--- src/sv/inband_notification_filter_core_assert.svh ---
// ----------------------------------------------------------------------------
// Assertion macros for the in-band notification filter
// Concurrent assertion wrappers, compiled out when ASSERT_OFF is defined.
// ----------------------------------------------------------------------------
`ifndef INBAND_NOTIFICATION_FILTER_CORE_ASSERT_SVH
`define INBAND_NOTIFICATION_FILTER_CORE_ASSERT_SVH

`ifndef ASSERT_OFF
`define IBNF_ASSERT_IMP(lbl, clk, rstn, ante, cons) \
    lbl: assert property (@(posedge clk) disable iff (!rstn) (ante) |-> (cons)) \
        else $error("assertion failed");
`define IBNF_ASSERT_NEXT(lbl, clk, rstn, ante, cons) \
    lbl: assert property (@(posedge clk) disable iff (!rstn) (ante) |=> (cons)) \
        else $error("assertion failed");
`else
`define IBNF_ASSERT_IMP(lbl, clk, rstn, ante, cons)
`define IBNF_ASSERT_NEXT(lbl, clk, rstn, ante, cons)
`endif

`endif

--- src/sv/ibnf_pkg.sv ---
// ----------------------------------------------------------------------------
// ibnf_pkg
// Shared types and constants of the in-band notification filter.
// ----------------------------------------------------------------------------
`default_nettype none

package ibnf_pkg;

    localparam int CNT_W          = 6;   // body count, at most 55
    localparam int HDR_LEN_W      = 4;
    localparam int HDR_W          = 64;
    localparam int LIMIT_W        = 6;
    localparam int MAX_HEADER     = 8;
    localparam int LIMIT_CAP      = 54;
    localparam int DEF_BODY_DEPTH = 64;
    localparam int CFG_IDX_W      = 2;

    localparam logic [HDR_LEN_W-1:0] RST_HDR_LEN = 4'd3;
    localparam logic [LIMIT_W-1:0]   RST_LIMIT   = 6'd48;

    localparam logic [CFG_IDX_W-1:0] REG_HEADER_LEN   = 2'd0;
    localparam logic [CFG_IDX_W-1:0] REG_HEADER_BYTES = 2'd1;
    localparam logic [CFG_IDX_W-1:0] REG_MAX_BODY_LEN = 2'd2;

    localparam logic [7:0] CHAR_CR = 8'h0D;
    localparam logic [7:0] CHAR_LF = 8'h0A;

    typedef enum logic [1:0] {
        ST_IDLE,
        ST_HDR,
        ST_BODY,
        ST_CUR
    } seq_state_t;

    // Effective configuration, already clamped to the legal ranges.
    typedef struct packed {
        logic [HDR_LEN_W-1:0] hdr_len;
        logic [HDR_W-1:0]     header;
        logic [LIMIT_W-1:0]   limit;
    } cfg_t;

    typedef struct packed {
        logic       valid;
        logic [7:0] data;
        logic       kind;
        logic       last;
    } emit_t;

    function automatic logic [7:0] hdr_char(input logic [HDR_W-1:0] h, input logic [2:0] i);
        return h[{i, 3'b000} +: 8];
    endfunction

endpackage

`default_nettype wire

--- src/sv/ibnf_cfg_regs.sv ---
// ----------------------------------------------------------------------------
// ibnf_cfg_regs
// Configuration registers with clamping of header length and body limit.
// ----------------------------------------------------------------------------
`default_nettype none

module ibnf_cfg_regs #(
    parameter int BODY_DEPTH = ibnf_pkg::DEF_BODY_DEPTH
) (
    input  wire logic                           clk,
    input  wire logic                           rst_n,
    input  wire logic                           wr_en,
    input  wire logic [ibnf_pkg::CFG_IDX_W-1:0] wr_index,
    input  wire logic [ibnf_pkg::HDR_W-1:0]     wr_data,
    output ibnf_pkg::cfg_t                      cfg
);

    localparam int LIM_CAP = (ibnf_pkg::LIMIT_CAP < BODY_DEPTH - 1) ?
                             ibnf_pkg::LIMIT_CAP : BODY_DEPTH - 1;

    logic [ibnf_pkg::HDR_LEN_W-1:0] hdr_len_reg;
    logic [ibnf_pkg::HDR_W-1:0]     header_reg;
    logic [ibnf_pkg::LIMIT_W-1:0]   limit_reg;

    always_ff @(posedge clk or negedge rst_n)
    begin
        if (!rst_n)
        begin
            hdr_len_reg <= ibnf_pkg::RST_HDR_LEN;
            header_reg  <= '0;
            limit_reg   <= ibnf_pkg::RST_LIMIT;
        end
        else if (wr_en)
        begin
            case (wr_index)
                ibnf_pkg::REG_HEADER_LEN:
                    hdr_len_reg <= wr_data[ibnf_pkg::HDR_LEN_W-1:0];
                ibnf_pkg::REG_HEADER_BYTES:
                    header_reg <= wr_data;
                ibnf_pkg::REG_MAX_BODY_LEN:
                    limit_reg <= wr_data[ibnf_pkg::LIMIT_W-1:0];
                default:
                    ;
            endcase
        end
    end

    always_comb
    begin
        cfg.header  = header_reg;
        cfg.hdr_len = (hdr_len_reg > ibnf_pkg::HDR_LEN_W'(ibnf_pkg::MAX_HEADER)) ?
                      ibnf_pkg::HDR_LEN_W'(ibnf_pkg::MAX_HEADER) : hdr_len_reg;
        cfg.limit   = (limit_reg > ibnf_pkg::LIMIT_W'(LIM_CAP)) ?
                      ibnf_pkg::LIMIT_W'(LIM_CAP) : limit_reg;
    end

endmodule

`default_nettype wire

--- src/sv/ibnf_body_ram.sv ---
// ----------------------------------------------------------------------------
// ibnf_body_ram
// Body byte store: one write port, one read port with registered data.
// ----------------------------------------------------------------------------
`default_nettype none

module ibnf_body_ram #(
    parameter int DEPTH = ibnf_pkg::DEF_BODY_DEPTH,
    parameter int AW    = $clog2(DEPTH)
) (
    input  wire logic          clk,
    input  wire logic          wr_en,
    input  wire logic [AW-1:0] wr_addr,
    input  wire logic [7:0]    wr_data,
    input  wire logic [AW-1:0] rd_addr,
    output logic      [7:0]    rd_data
);

    logic [7:0] mem [DEPTH];

    always_ff @(posedge clk)
    begin
        if (wr_en)
        begin
            mem[wr_addr] <= wr_data;
        end
    end

    always_ff @(posedge clk)
    begin
        rd_data <= mem[rd_addr];
    end

endmodule

`default_nettype wire

--- src/sv/ibnf_seq.sv ---
// ----------------------------------------------------------------------------
// ibnf_seq
// Header and CR LF matcher with the release sequencer for held bytes.
// ----------------------------------------------------------------------------
`default_nettype none

module ibnf_seq #(
    parameter int AW = 6
) (
    input  wire logic           clk,
    input  wire logic           rst_n,
    input  ibnf_pkg::cfg_t      cfg,
    input  wire logic           in_valid,
    output logic                in_ready,
    input  wire logic [7:0]     in_byte,
    input  wire logic           out_free,
    output ibnf_pkg::emit_t     emit,
    output logic                wr_en,
    output logic [AW-1:0]       wr_addr,
    output logic [AW-1:0]       rd_addr,
    input  wire logic [7:0]     rd_data
);

    localparam int CW = ibnf_pkg::CNT_W;
    localparam int HW = ibnf_pkg::HDR_LEN_W;

    ibnf_pkg::seq_state_t state_reg, state_next;

    logic [HW-1:0] hm_reg, hm_next;
    logic          tm_reg, tm_next;
    logic [CW-1:0] bc_reg, bc_next;
    logic [CW-1:0] idx_reg, idx_next;
    logic [HW-1:0] hdr_n_reg, hdr_n_next;
    logic [CW-1:0] body_n_reg, body_n_next;
    logic          with_cur_reg, with_cur_next;
    logic          kind_reg, kind_next;
    logic [7:0]    cur_reg, cur_next;
    logic          release_now;
    logic          hdr_done;
    logic          body_done;

    function automatic ibnf_pkg::seq_state_t first_stage(input logic [HW-1:0] hn,
                                                         input logic [CW-1:0] bn,
                                                         input logic       wc);
        ibnf_pkg::seq_state_t s;
        if (hn != '0)
            s = ibnf_pkg::ST_HDR;
        else if (bn != '0)
            s = ibnf_pkg::ST_BODY;
        else if (wc)
            s = ibnf_pkg::ST_CUR;
        else
            s = ibnf_pkg::ST_IDLE;
        return s;
    endfunction

    always_ff @(posedge clk or negedge rst_n)
    begin
        if (!rst_n)
        begin
            state_reg    <= ibnf_pkg::ST_IDLE;
            hm_reg       <= '0;
            tm_reg       <= 1'b0;
            bc_reg       <= '0;
            idx_reg      <= '0;
            hdr_n_reg    <= '0;
            body_n_reg   <= '0;
            with_cur_reg <= 1'b0;
            kind_reg     <= 1'b0;
        end
        else
        begin
            state_reg    <= state_next;
            hm_reg       <= hm_next;
            tm_reg       <= tm_next;
            bc_reg       <= bc_next;
            idx_reg      <= idx_next;
            hdr_n_reg    <= hdr_n_next;
            body_n_reg   <= body_n_next;
            with_cur_reg <= with_cur_next;
            kind_reg     <= kind_next;
        end
    end

    always_ff @(posedge clk)
    begin
        cur_reg <= cur_next;
    end

    assign hdr_done  = (idx_reg == CW'(hdr_n_reg) - CW'(1));
    assign body_done = (idx_reg == body_n_reg - CW'(1));

    always_comb
    begin
        state_next    = state_reg;
        hm_next       = hm_reg;
        tm_next       = tm_reg;
        bc_next       = bc_reg;
        idx_next      = idx_reg;
        hdr_n_next    = hdr_n_reg;
        body_n_next   = body_n_reg;
        with_cur_next = with_cur_reg;
        kind_next     = kind_reg;
        cur_next      = cur_reg;
        release_now   = 1'b0;
        in_ready      = 1'b0;
        wr_en         = 1'b0;
        emit.valid    = 1'b0;
        emit.data     = cur_reg;
        emit.kind     = kind_reg;
        emit.last     = 1'b0;

        case (state_reg)
            ibnf_pkg::ST_IDLE:
            begin
                in_ready = 1'b1;
                idx_next = '0;
                if (in_valid)
                begin
                    cur_next = in_byte;
                    if (hm_reg < cfg.hdr_len)
                    begin
                        if (in_byte == ibnf_pkg::hdr_char(cfg.header, hm_reg[2:0]))
                        begin
                            hm_next = hm_reg + HW'(1);
                        end
                        else
                        begin
                            // Partial header broken: give back what was held.
                            release_now   = 1'b1;
                            hdr_n_next    = hm_reg;
                            body_n_next   = '0;
                            with_cur_next = 1'b1;
                            kind_next     = 1'b0;
                            hm_next       = '0;
                        end
                    end
                    else if (bc_reg <= cfg.limit)
                    begin
                        wr_en   = 1'b1;
                        bc_next = bc_reg + CW'(1);
                        if (tm_reg && in_byte == ibnf_pkg::CHAR_LF)
                        begin
                            // Notification complete; CR and LF are not released.
                            release_now   = 1'b1;
                            hdr_n_next    = cfg.hdr_len;
                            body_n_next   = bc_reg - CW'(1);
                            with_cur_next = 1'b0;
                            kind_next     = 1'b1;
                            hm_next       = '0;
                            tm_next       = 1'b0;
                            bc_next       = '0;
                        end
                        else if (!tm_reg && in_byte == ibnf_pkg::CHAR_CR)
                        begin
                            tm_next = 1'b1;
                        end
                        else
                        begin
                            tm_next = 1'b0;
                        end
                    end
                    else
                    begin
                        // Body too long: everything goes back out as data.
                        release_now   = 1'b1;
                        hdr_n_next    = cfg.hdr_len;
                        body_n_next   = bc_reg;
                        with_cur_next = 1'b1;
                        kind_next     = 1'b0;
                        hm_next       = '0;
                        tm_next       = 1'b0;
                        bc_next       = '0;
                    end
                    if (release_now)
                    begin
                        state_next = first_stage(hdr_n_next, body_n_next, with_cur_next);
                    end
                end
            end

            ibnf_pkg::ST_HDR:
            begin
                emit.valid = 1'b1;
                emit.data  = ibnf_pkg::hdr_char(cfg.header, idx_reg[2:0]);
                emit.last  = hdr_done && (body_n_reg == '0) && !with_cur_reg;
                if (out_free)
                begin
                    if (hdr_done)
                    begin
                        idx_next = '0;
                        if (body_n_reg != '0)
                            state_next = ibnf_pkg::ST_BODY;
                        else if (with_cur_reg)
                            state_next = ibnf_pkg::ST_CUR;
                        else
                            state_next = ibnf_pkg::ST_IDLE;
                    end
                    else
                    begin
                        idx_next = idx_reg + CW'(1);
                    end
                end
            end

            ibnf_pkg::ST_BODY:
            begin
                emit.valid = 1'b1;
                emit.data  = rd_data;
                emit.last  = body_done && !with_cur_reg;
                if (out_free)
                begin
                    if (body_done)
                    begin
                        idx_next   = '0;
                        state_next = with_cur_reg ? ibnf_pkg::ST_CUR : ibnf_pkg::ST_IDLE;
                    end
                    else
                    begin
                        idx_next = idx_reg + CW'(1);
                    end
                end
            end

            ibnf_pkg::ST_CUR:
            begin
                emit.valid = 1'b1;
                emit.data  = cur_reg;
                emit.last  = 1'b1;
                if (out_free)
                begin
                    state_next = ibnf_pkg::ST_IDLE;
                end
            end

            default:
            begin
                state_next = ibnf_pkg::ST_IDLE;
            end
        endcase
    end

    // The read address runs one step ahead so that the registered read data
    // always belongs to idx_reg. A store write never targets an entry that is
    // read out in the following cycle, so no forwarding is needed.
    assign wr_addr = AW'(bc_reg);
    assign rd_addr = AW'(idx_next);

endmodule

`default_nettype wire

--- src/sv/inband_notification_filter_core.sv ---
// ----------------------------------------------------------------------------
// inband_notification_filter_core
// Removes in-band notifications from a received modem byte stream.
// ----------------------------------------------------------------------------
// Received bytes enter on the s_axis channel, one per transfer. Filtered data
// and completed notification text leave on the m_axis channel; tuser is 0 for
// data and 1 for notification text, and tlast marks the final result caused
// by one input byte. Many input bytes cause no result at all.
// The cfg channel writes the header length (index 0), the header characters
// (index 1) and the body limit (index 2); it is always ready, and the user must
// write it only while the block is idle; the block itself does not enforce this.
// An input byte that causes results keeps s_axis_tready low while the release
// sequencer sends them, one per cycle while m_axis does not stall, the body part
// read from the store at an address that is fetched ahead; the first result
// passes through the sequencer state register and then the output register.
// At most 64 results follow one byte.
// A stall on m_axis holds the output register and the sequencer in place.
// Reset returns the registers to their defaults and clears the matcher; the
// body store is not cleared, as only entries of the current notification
// are read back.
// ----------------------------------------------------------------------------
`default_nettype none

`include "inband_notification_filter_core_assert.svh"

module inband_notification_filter_core #(
    parameter int BODY_DEPTH = ibnf_pkg::DEF_BODY_DEPTH
) (
    input  wire logic                           clk,
    input  wire logic                           rst_n,
    // Input stream
    input  wire logic                           s_axis_tvalid,
    output logic                                s_axis_tready,
    input  wire logic [7:0]                     s_axis_tdata,   // [7:0] in_byte
    // Output stream
    output logic                                m_axis_tvalid,
    input  wire logic                           m_axis_tready,
    output logic [7:0]                          m_axis_tdata,   // [7:0] out_byte
    output logic                                m_axis_tuser,   // [0] kind
    output logic                                m_axis_tlast,
    // Configuration write channel
    input  wire logic                           cfg_valid,
    output logic                                cfg_ready,
    input  wire logic [ibnf_pkg::CFG_IDX_W-1:0] cfg_index,
    input  wire logic [ibnf_pkg::HDR_W-1:0]     cfg_data
);

    localparam int AW = $clog2(BODY_DEPTH);

    ibnf_pkg::cfg_t  cfg;
    ibnf_pkg::emit_t emit;

    logic          out_free;
    logic          wr_en;
    logic [AW-1:0] wr_addr;
    logic [AW-1:0] rd_addr;
    logic [7:0]    rd_data;

    logic          out_valid_reg, out_valid_next;
    logic [7:0]    out_byte_reg;
    logic          out_kind_reg;
    logic          out_last_reg;

    assign cfg_ready = 1'b1;

    ibnf_cfg_regs #(
        .BODY_DEPTH (BODY_DEPTH)
    ) u_cfg (
        .clk      (clk),
        .rst_n    (rst_n),
        .wr_en    (cfg_valid),
        .wr_index (cfg_index),
        .wr_data  (cfg_data),
        .cfg      (cfg)
    );

    ibnf_body_ram #(
        .DEPTH (BODY_DEPTH),
        .AW    (AW)
    ) u_ram (
        .clk     (clk),
        .wr_en   (wr_en),
        .wr_addr (wr_addr),
        .wr_data (s_axis_tdata),
        .rd_addr (rd_addr),
        .rd_data (rd_data)
    );

    ibnf_seq #(
        .AW (AW)
    ) u_seq (
        .clk      (clk),
        .rst_n    (rst_n),
        .cfg      (cfg),
        .in_valid (s_axis_tvalid),
        .in_ready (s_axis_tready),
        .in_byte  (s_axis_tdata),
        .out_free (out_free),
        .emit     (emit),
        .wr_en    (wr_en),
        .wr_addr  (wr_addr),
        .rd_addr  (rd_addr),
        .rd_data  (rd_data)
    );

    // Output register: loads whenever it is empty or its transfer completes.
    assign out_free       = !out_valid_reg || m_axis_tready;
    assign out_valid_next = out_free ? emit.valid : out_valid_reg;

    always_ff @(posedge clk or negedge rst_n)
    begin
        if (!rst_n)
        begin
            out_valid_reg <= 1'b0;
        end
        else
        begin
            out_valid_reg <= out_valid_next;
        end
    end

    always_ff @(posedge clk)
    begin
        if (out_free)
        begin
            out_byte_reg <= emit.data;
            out_kind_reg <= emit.kind;
            out_last_reg <= emit.last;
        end
    end

    assign m_axis_tvalid = out_valid_reg;
    assign m_axis_tdata  = out_byte_reg;
    assign m_axis_tuser  = out_kind_reg;
    assign m_axis_tlast  = out_last_reg;

    // A new byte is only taken once every result of the previous one is out
    // of the sequencer.
    `IBNF_ASSERT_IMP(a_accept_after_burst, clk, rst_n,
        s_axis_tvalid && s_axis_tready, !m_axis_tvalid || m_axis_tlast)

    // Results of one byte follow back to back and share one kind.
    `IBNF_ASSERT_NEXT(a_burst_steady, clk, rst_n,
        m_axis_tvalid && m_axis_tready && !m_axis_tlast,
        m_axis_tvalid && (m_axis_tuser == $past(m_axis_tuser)))

    // The store is written only in the cycle a byte is taken.
    `IBNF_ASSERT_IMP(a_store_write_on_accept, clk, rst_n,
        wr_en, s_axis_tvalid && s_axis_tready)

endmodule

`default_nettype wire
--- config.mk ---
export PLATFORM = sky130hd
export DESIGN_NAME = inband_notification_filter_core
export DESIGN_NICKNAME = d
export VERILOG_FILES = /design/src/sv/ibnf_pkg.sv /design/src/sv/ibnf_cfg_regs.sv /design/src/sv/ibnf_body_ram.sv /design/src/sv/ibnf_seq.sv /design/src/sv/inband_notification_filter_core.sv
export VERILOG_INCLUDE_DIRS = /design/src /design/src/sv
export SDC_FILE = /design/constraint.sdc
export NUM_CORES = 1
export LEC_CHECK = 0
export BUFFER_PORTS_ARGS = -buffer_cell sky130_fd_sc_hd__buf_2
export CAP_MARGIN = 10
export CORE_MARGIN = 3
export CORE_UTILIZATION = 50
export CTS_CLUSTER_SIZE = 30
export DETAILED_ROUTE_END_ITERATION = 6
export GPL_TIMING_DRIVEN = 0
export HOLD_SLACK_MARGIN = 0.08
export PLACE_DENSITY_LB_ADDON = 0.12
export SKIP_LAST_GASP = 1
export SLEW_MARGIN = 20
export SYNTH_ARGS = -nofsm -noshare
export SYNTH_HDL_FRONTEND = slang
export SYNTH_SLANG_ARGS = --single-unit
--- constraint.sdc ---
create_clock -name clk -period 6.27 [get_ports clk]
set_input_delay 0.3135 -clock clk [delete_from_list [all_inputs] [get_ports clk]]
set_output_delay 0.3135 -clock clk [all_outputs]
set_load 0.05 [all_outputs]
After elaboration in Yosys (flattened, before gate mapping). Memory sizes are Yosys's and may differ from the RTL's. A register that Yosys moved wholly into a read port is not among the register bits. Cells that the tools add are included.

Bits in registers: 124. RAM bits: 512. Output and inout port bits: 13. Logic and storage cells: 139. Memories: 1.

Add/subtract/negate cells: 6. Magnitude comparators: 4. Eq/ne operators: 19. Shifts and indexed selects: 2. Mux-type cells: 66. Bitwise logic cells: 1. Reduce and logical (&&, ||, !) cells: 23.

Memory list: u_ram.mem (words 64, width 8, rd ports 1, clocked after memory_dff 1, write ports 1, RTL line ibnf_body_ram.sv:19) `logic [7:0] mem [DEPTH];`.

Operators by type and width (number): variable part select 64 x 7 -> 8 bit (2); two-way mux 6 bit (13); two-way mux 4 bit (11); one-hot mux 9 bit (3 select lines) (1); two-way mux 1 bit (26); two-way mux 2 bit (12); one-hot mux 6 bit (3 select lines) (1); == test 8 x 4 -> 1 bit (second input constant) (2); adder 6 x 1 -> 6 bit (second input constant) (2); == test 6 bit (2); inequality test 2 bit (second input constant) (6); nonzero test 6 bit (2); subtractor 6 x 1 -> 6 bit (second input constant) (2); == test 8 bit (1); one-hot mux 2 bit (4 select lines) (1); AND reduction 2 bit (4); AND reduction 7 bit (1); == test 2 bit (second input constant) (3); > comparator 6 bit (second input constant) (1); <= comparator 6 bit (1); zero test 6 bit (1); AND reduction 3 bit (2); logical AND 1 bit (5); subtractor 4 x 1 -> 5 bit (second input constant) (1); 13 further kinds (18).

Longest topological paths before layout.
Depth in word-level cells: 13. Gate-level depth with buffers: 19. Mapped depth without buffers: 13.

Modules after synthesis. From an unflattened synthesis, not the netlist that was laid out.

Cell total of the unflattened synthesis: 1583. Area, all modules: 27680.3 µm².

Modules (own cells, without submodules): ibnf_body_ram (times used 1, cells each 966, area each 20229.4 µm²); ibnf_seq (times used 1, cells each 431, area each 4003.8 µm²); ibnf_cfg_regs (times used 1, cells each 171, area each 3088.0 µm²); inband_notification_filter_core (times used 1, cells each 15, area each 359.1 µm²).

Worst setup path before layout. No wires, ideal clock.

Kind: register -> register. From: reg u_cfg.limit_reg[5] in the netlist's numbering. To: mem u_ram.mem[17][0], enable pin. Setup time: 370 ps. Arrival: 2889 ps. Required time: 5900 ps. Setup slack: 3011 ps. Stages on the path, launching flop included: 11. Clock period less this slack: 3259 ps. Cell sequence: dfstp_2 > a31oi_1 > ha_1 > nor2b_1 > o21a_1 > o21ai_0 > a21oi_1 > or3_1 > or4_1 > clkbuf_1 > nor2_1.

Longest elaborated chain between the ends: 9.

RTL lines: start: declaration (RTL line ibnf_cfg_regs.sv:23) `logic [ibnf_pkg::LIMIT_W-1:0] limit_reg;`; start signal: assignment (RTL line ibnf_cfg_regs.sv:31) `limit_reg <= ibnf_pkg::RST_LIMIT;`; start signal: assignment (RTL line ibnf_cfg_regs.sv:41) `limit_reg <= wr_data[ibnf_pkg::LIMIT_W-1:0];`; > comparator 6 bit (RTL line ibnf_cfg_regs.sv:53) `cfg.limit = (limit_reg > ibnf_pkg::LIMIT_W'(LIM_CAP)) ?`; two-way mux 6 bit (*) (RTL line ibnf_cfg_regs.sv:53); <= comparator 6 bit (*) (RTL line ibnf_seq.sv:138) `else if (bc_reg <= cfg.limit)`; two-way mux 1 bit (*) (RTL line ibnf_seq.sv:138); two-way mux 1 bit (*) (RTL line ibnf_seq.sv:121) `if (hm_reg < cfg.hdr_len)`; two-way mux 1 bit (*) (RTL line ibnf_seq.sv:118) `if (in_valid)`; two-way mux 1 bit (*) (RTL line ibnf_seq.sv:113) `case (state_reg)`; two-way mux 1 bit (*) (RTL line ibnf_body_ram.sv:23) `if (wr_en)`; two-way mux 1 bit (not written as such) (*) (RTL line ibnf_body_ram.sv:25) `mem[wr_addr] <= wr_data;`; end: declaration (RTL line ibnf_body_ram.sv:19).

Every way passes the cells marked *; elsewhere a longest branch is shown, timed or not.

Final worst setup path.
From: reg u_seq.bc_reg[0], in the netlist u_seq.wr_addr[0]. To: mem u_ram.mem[14][0], enable pin.

Longest elaborated chain between the ends: 7.

RTL lines: start: declaration (RTL line ibnf_seq.sv:31) `logic [CW-1:0] bc_reg, bc_next;`; start signal: assignment (RTL line ibnf_seq.sv:76) `bc_reg <= bc_next;`; <= comparator 6 bit (RTL line ibnf_seq.sv:138); two-way mux 1 bit (RTL line ibnf_seq.sv:138); two-way mux 1 bit (RTL line ibnf_seq.sv:121); two-way mux 1 bit (RTL line ibnf_seq.sv:118); two-way mux 1 bit (RTL line ibnf_seq.sv:113); two-way mux 1 bit (RTL line ibnf_body_ram.sv:23); two-way mux 1 bit (not written as such) (RTL line ibnf_body_ram.sv:25).

Parallel ways exist; a longest one is shown, timed or not.

==> results.ini <==
[timing]
rsz0062_at_grt = false
maxSlewHeadroom_pct = 34.5
holdWs_ps = 127
tightest_slew_ps = 980
max_freq_mhz = 219
setup_tns_ps = 0
finalHoldViolations = 0
finalSetupViolCount = 0
fin_crit_sh_pct = 72.7
finalCriticalPeriod_ps = 4560
skew_ps = 22.8
slew_violations = 0

[route]
via_count = 18519
drc = 0
firstDrtPassIters = 5
ant_nets = 0
routed_wl_um = 78700
drt-initial-drc-count = 2089
vias_per_cell = 5.97
wl_per_cell_um = 25.4

[synthesis]
synthMostInstantiatedCell = edfxtp_1
synth-edff-count = 530
synthCells = 2077
synth_top_area_cell = edfxtp_1
synth_top_area_share_pct = 57.3
syn-num-nets = 2176
ys_types = 77
yosysWarnings = 0
async_flop_share_pct = 16.5
synth_area_leaders = edfxtp_1, dfrtp_1, nand2_1, mux2_2, mux2i_1
ys_ff_latch = 644
netlist_area_sq_um = 27800
synth_ff_type = edfxtp_1
avgSynthCellArea_sq_um = 13.4
synth_common_cells = edfxtp_1, nand2_1, nand3_1, dfrtp_1, nor2_1
yosysSeqAreaShare_pct = 67.5

[setup_path]
worstSetupEndpointType = flip-flop
path_class = flip-flop to flip-flop
reg2reg_to = u_ram.mem[14][0]$_DFFE_PP_
critPathArrivalTime_ps = 4790
critical_path_required_ps = 6500
cp_max_fo = 10
rr_worst_depth = 10
worstSetupStartpointType = flip-flop
r2r_start = u_seq.wr_addr[0]$_DFFE_PN0P_
r2r_slack_ps = 1710

[global_routing]
grt_pass1_vias = 18304
grt_pass1_wl_um = 118000
gr-total-overflow = 0
antenna_found_initial = 0
track_usage_pct = 27.0
grt_max_degree = 79

[layout]
stdcell_area_sq_um = 32200
drive_gt1_share_pct = 17.3
nNetsFinal = 2410
diodes = 0
utilization_pct = 59.3
largest_reg_flops = 512
syn2layout_area_growth_pct = 16.0

[power_and_ir_drop]
leakage_nw = 11.4
pwr_density_cell_nw_per_um2 = 459
power_frac_comb_pct = 39.3
switching_share_pct = 38.6
p_int_w = 0.00908
ir_worst_vdd_v = 0.000249
seqPwrFrac_pct = 34.1
clock_power_share_pct = 26.7
switching_power_w = 0.00570

[place]
dpl.hpwl_um = 52900
numPortBuffers = 90
gp_congestion = 0.916
dpl_cell_area_sq_um = 29400

[hold_path]
hold_end = u_ram.mem[2][5]$_DFFE_PP_
hold_class = primary input to flip-flop
min-delay-start = s_axis_tdata[5]
whs_path_depth = 1

[die]
row_count = 85
num_io_pins = 92
die_x_um = 242
die_h_um = 242
die_area_sq_um = 58400
initial_core_util_pct = 51.1
core_area_sq_um = 54300

[clock_tree]
clk_pin_slew_ps = 60
htreeDepth = 3
cts.sinks = 644
cts_made_buffers = 68
cts_tree = done
clock_path_buffers = 3
clkLatencyLatePin_ps = 610
cts-root-buf = clkbuf_16

[status]
outcome = finished clean

[flow_run]
cap_violations = 0

## cells by family after synthesis
kind of cell             Yosys count  synth area share [%]
AO/OA/AOI/OAI                    283                  7.07
XOR/XNOR                          19                 0.649
adder cells (fa/ha/maj)           20                 0.902
buffers and inverters            154                  2.59
flip-flops                       644                  67.5
multiplexers                     193                  8.78
other                              1                0.0135
AND/OR/NAND/NOR                  763                  12.5
## cell type report
cell class | instances | area, sq um
Multi-Input combinational cell | 1279 | 8310
Inverter | 24 | 90.1
Buffer | 130 | 628
Sequential cell | 644 | 18700
Clock inverter | 30 | 307
Timing Repair Buffer | 164 | 1340
Fill cell | 4293 | 22100
Clock buffer | 92 | 1870
Tap cell | 739 | 925
## cells in the final DEF (no fill, tap or decap), types with 14 or more instances in the layout
cell type	synthesis	layout
buf_1	14	14
o22ai_1	14	14
ha_1	20	20
nand3_1	126	126
mux2_2	81	81
dfrtp_1	102	102
mux2i_1	80	80
xnor2_1	14	14
o21ai_0	52	52
nor2_1	94	94
edfxtp_1	530	530
buf_4	12	20
nand4_1	29	29
buf_2	58	139
clkbuf_16	0	69
and3_1	17	17
a22oi_1	17	17
a21oi_1	20	20
nor3b_1	35	35
nand2_1	406	406
a211oi_1	34	34
a32oi_1	24	24
a31oi_1	62	62
inv_1	18	18
dlygate4sd3_1	0	66
clkbuf_1	43	60
mux4_2	31	31
## what timing repair did
| item | in CTS | in global routing |
|---|---|---|
| endpoints found under the hold margin | 188 | 0 |
| hold buffers | 66 | 0 |
| gates resized for setup | 0 | 0 |
| setup buffers | 0 | 0 |
## worst max-delay path by stage
stage	start	cells past startpoint	slack, ps	endpoint
after global routing	u_seq.wr_addr[0]$_DFFE_PN0P_	10	1440	u_ram.mem[14][4]$_DFFE_PP_
final	u_seq.wr_addr[0]$_DFFE_PN0P_	10	1710	u_ram.mem[14][0]$_DFFE_PP_
after global placement	u_seq.wr_addr[0]$_DFFE_PN0P_	10	1900	u_ram.mem[14][1]$_DFFE_PP_
after detailed placement	u_seq.wr_addr[0]$_DFFE_PN0P_	10	1820	u_ram.mem[14][0]$_DFFE_PP_
after floorplan	u_cfg.limit_reg[5]$_DFFE_PN1P_	10	3010	u_ram.mem[17][0]$_DFFE_PP_
after CTS	u_seq.wr_addr[0]$_DFFE_PN0P_	10	1800	u_ram.mem[14][3]$_DFFE_PP_
## metal layers
metal	vias to the layer above	track usage [%]	routed length [um]
met4	0	8.38	2420
met2	811	42.2	36700
met1	9291	38.7	33500
li1	8265	-	-
met5	-	0	0
met3	152	4.94	6100
## power groups by stage
| stage | Clock [W] | Combinational [W] | Sequential [W] |
|---|---|---|---|
| detailed placement | 0 | 0.00569 | 0.00512 |
| floorplan | 0 | 0.00360 | 0.00518 |
| global route | 0.00419 | 0.00622 | 0.00506 |
| CTS | 0.00401 | 0.00574 | 0.00503 |
| finish | 0.00394 | 0.00580 | 0.00504 |
| global placement | 0 | 0.00560 | 0.00512 |
## critical path, cell delays in order, from the launching register on
cell      delay, ps
dfrtp_1         380
clkbuf_1        370
inv_1           210
ha_1            320
nand4_1          80
o22ai_1         210
a21oi_1         180
or3_1           510
nor2_1          260
nand3_1         760
nor2_1          870
## stage by stage
stage / total power [W] / instances / worst slack [ps]
4_1_cts: 0.0148 / 3102 / 1800
6_report: 0.0148 / 3102 / 1710
5_1_grt: 0.0155 / 3102 / 1440
3_3_place_gp: 0.0107 / 2906 / 1900
2_1_floorplan: 0.00878 / 2077 / 3010
3_5_place_dp: 0.0108 / 2914 / 1820
(Power assumes the default switching activity.)
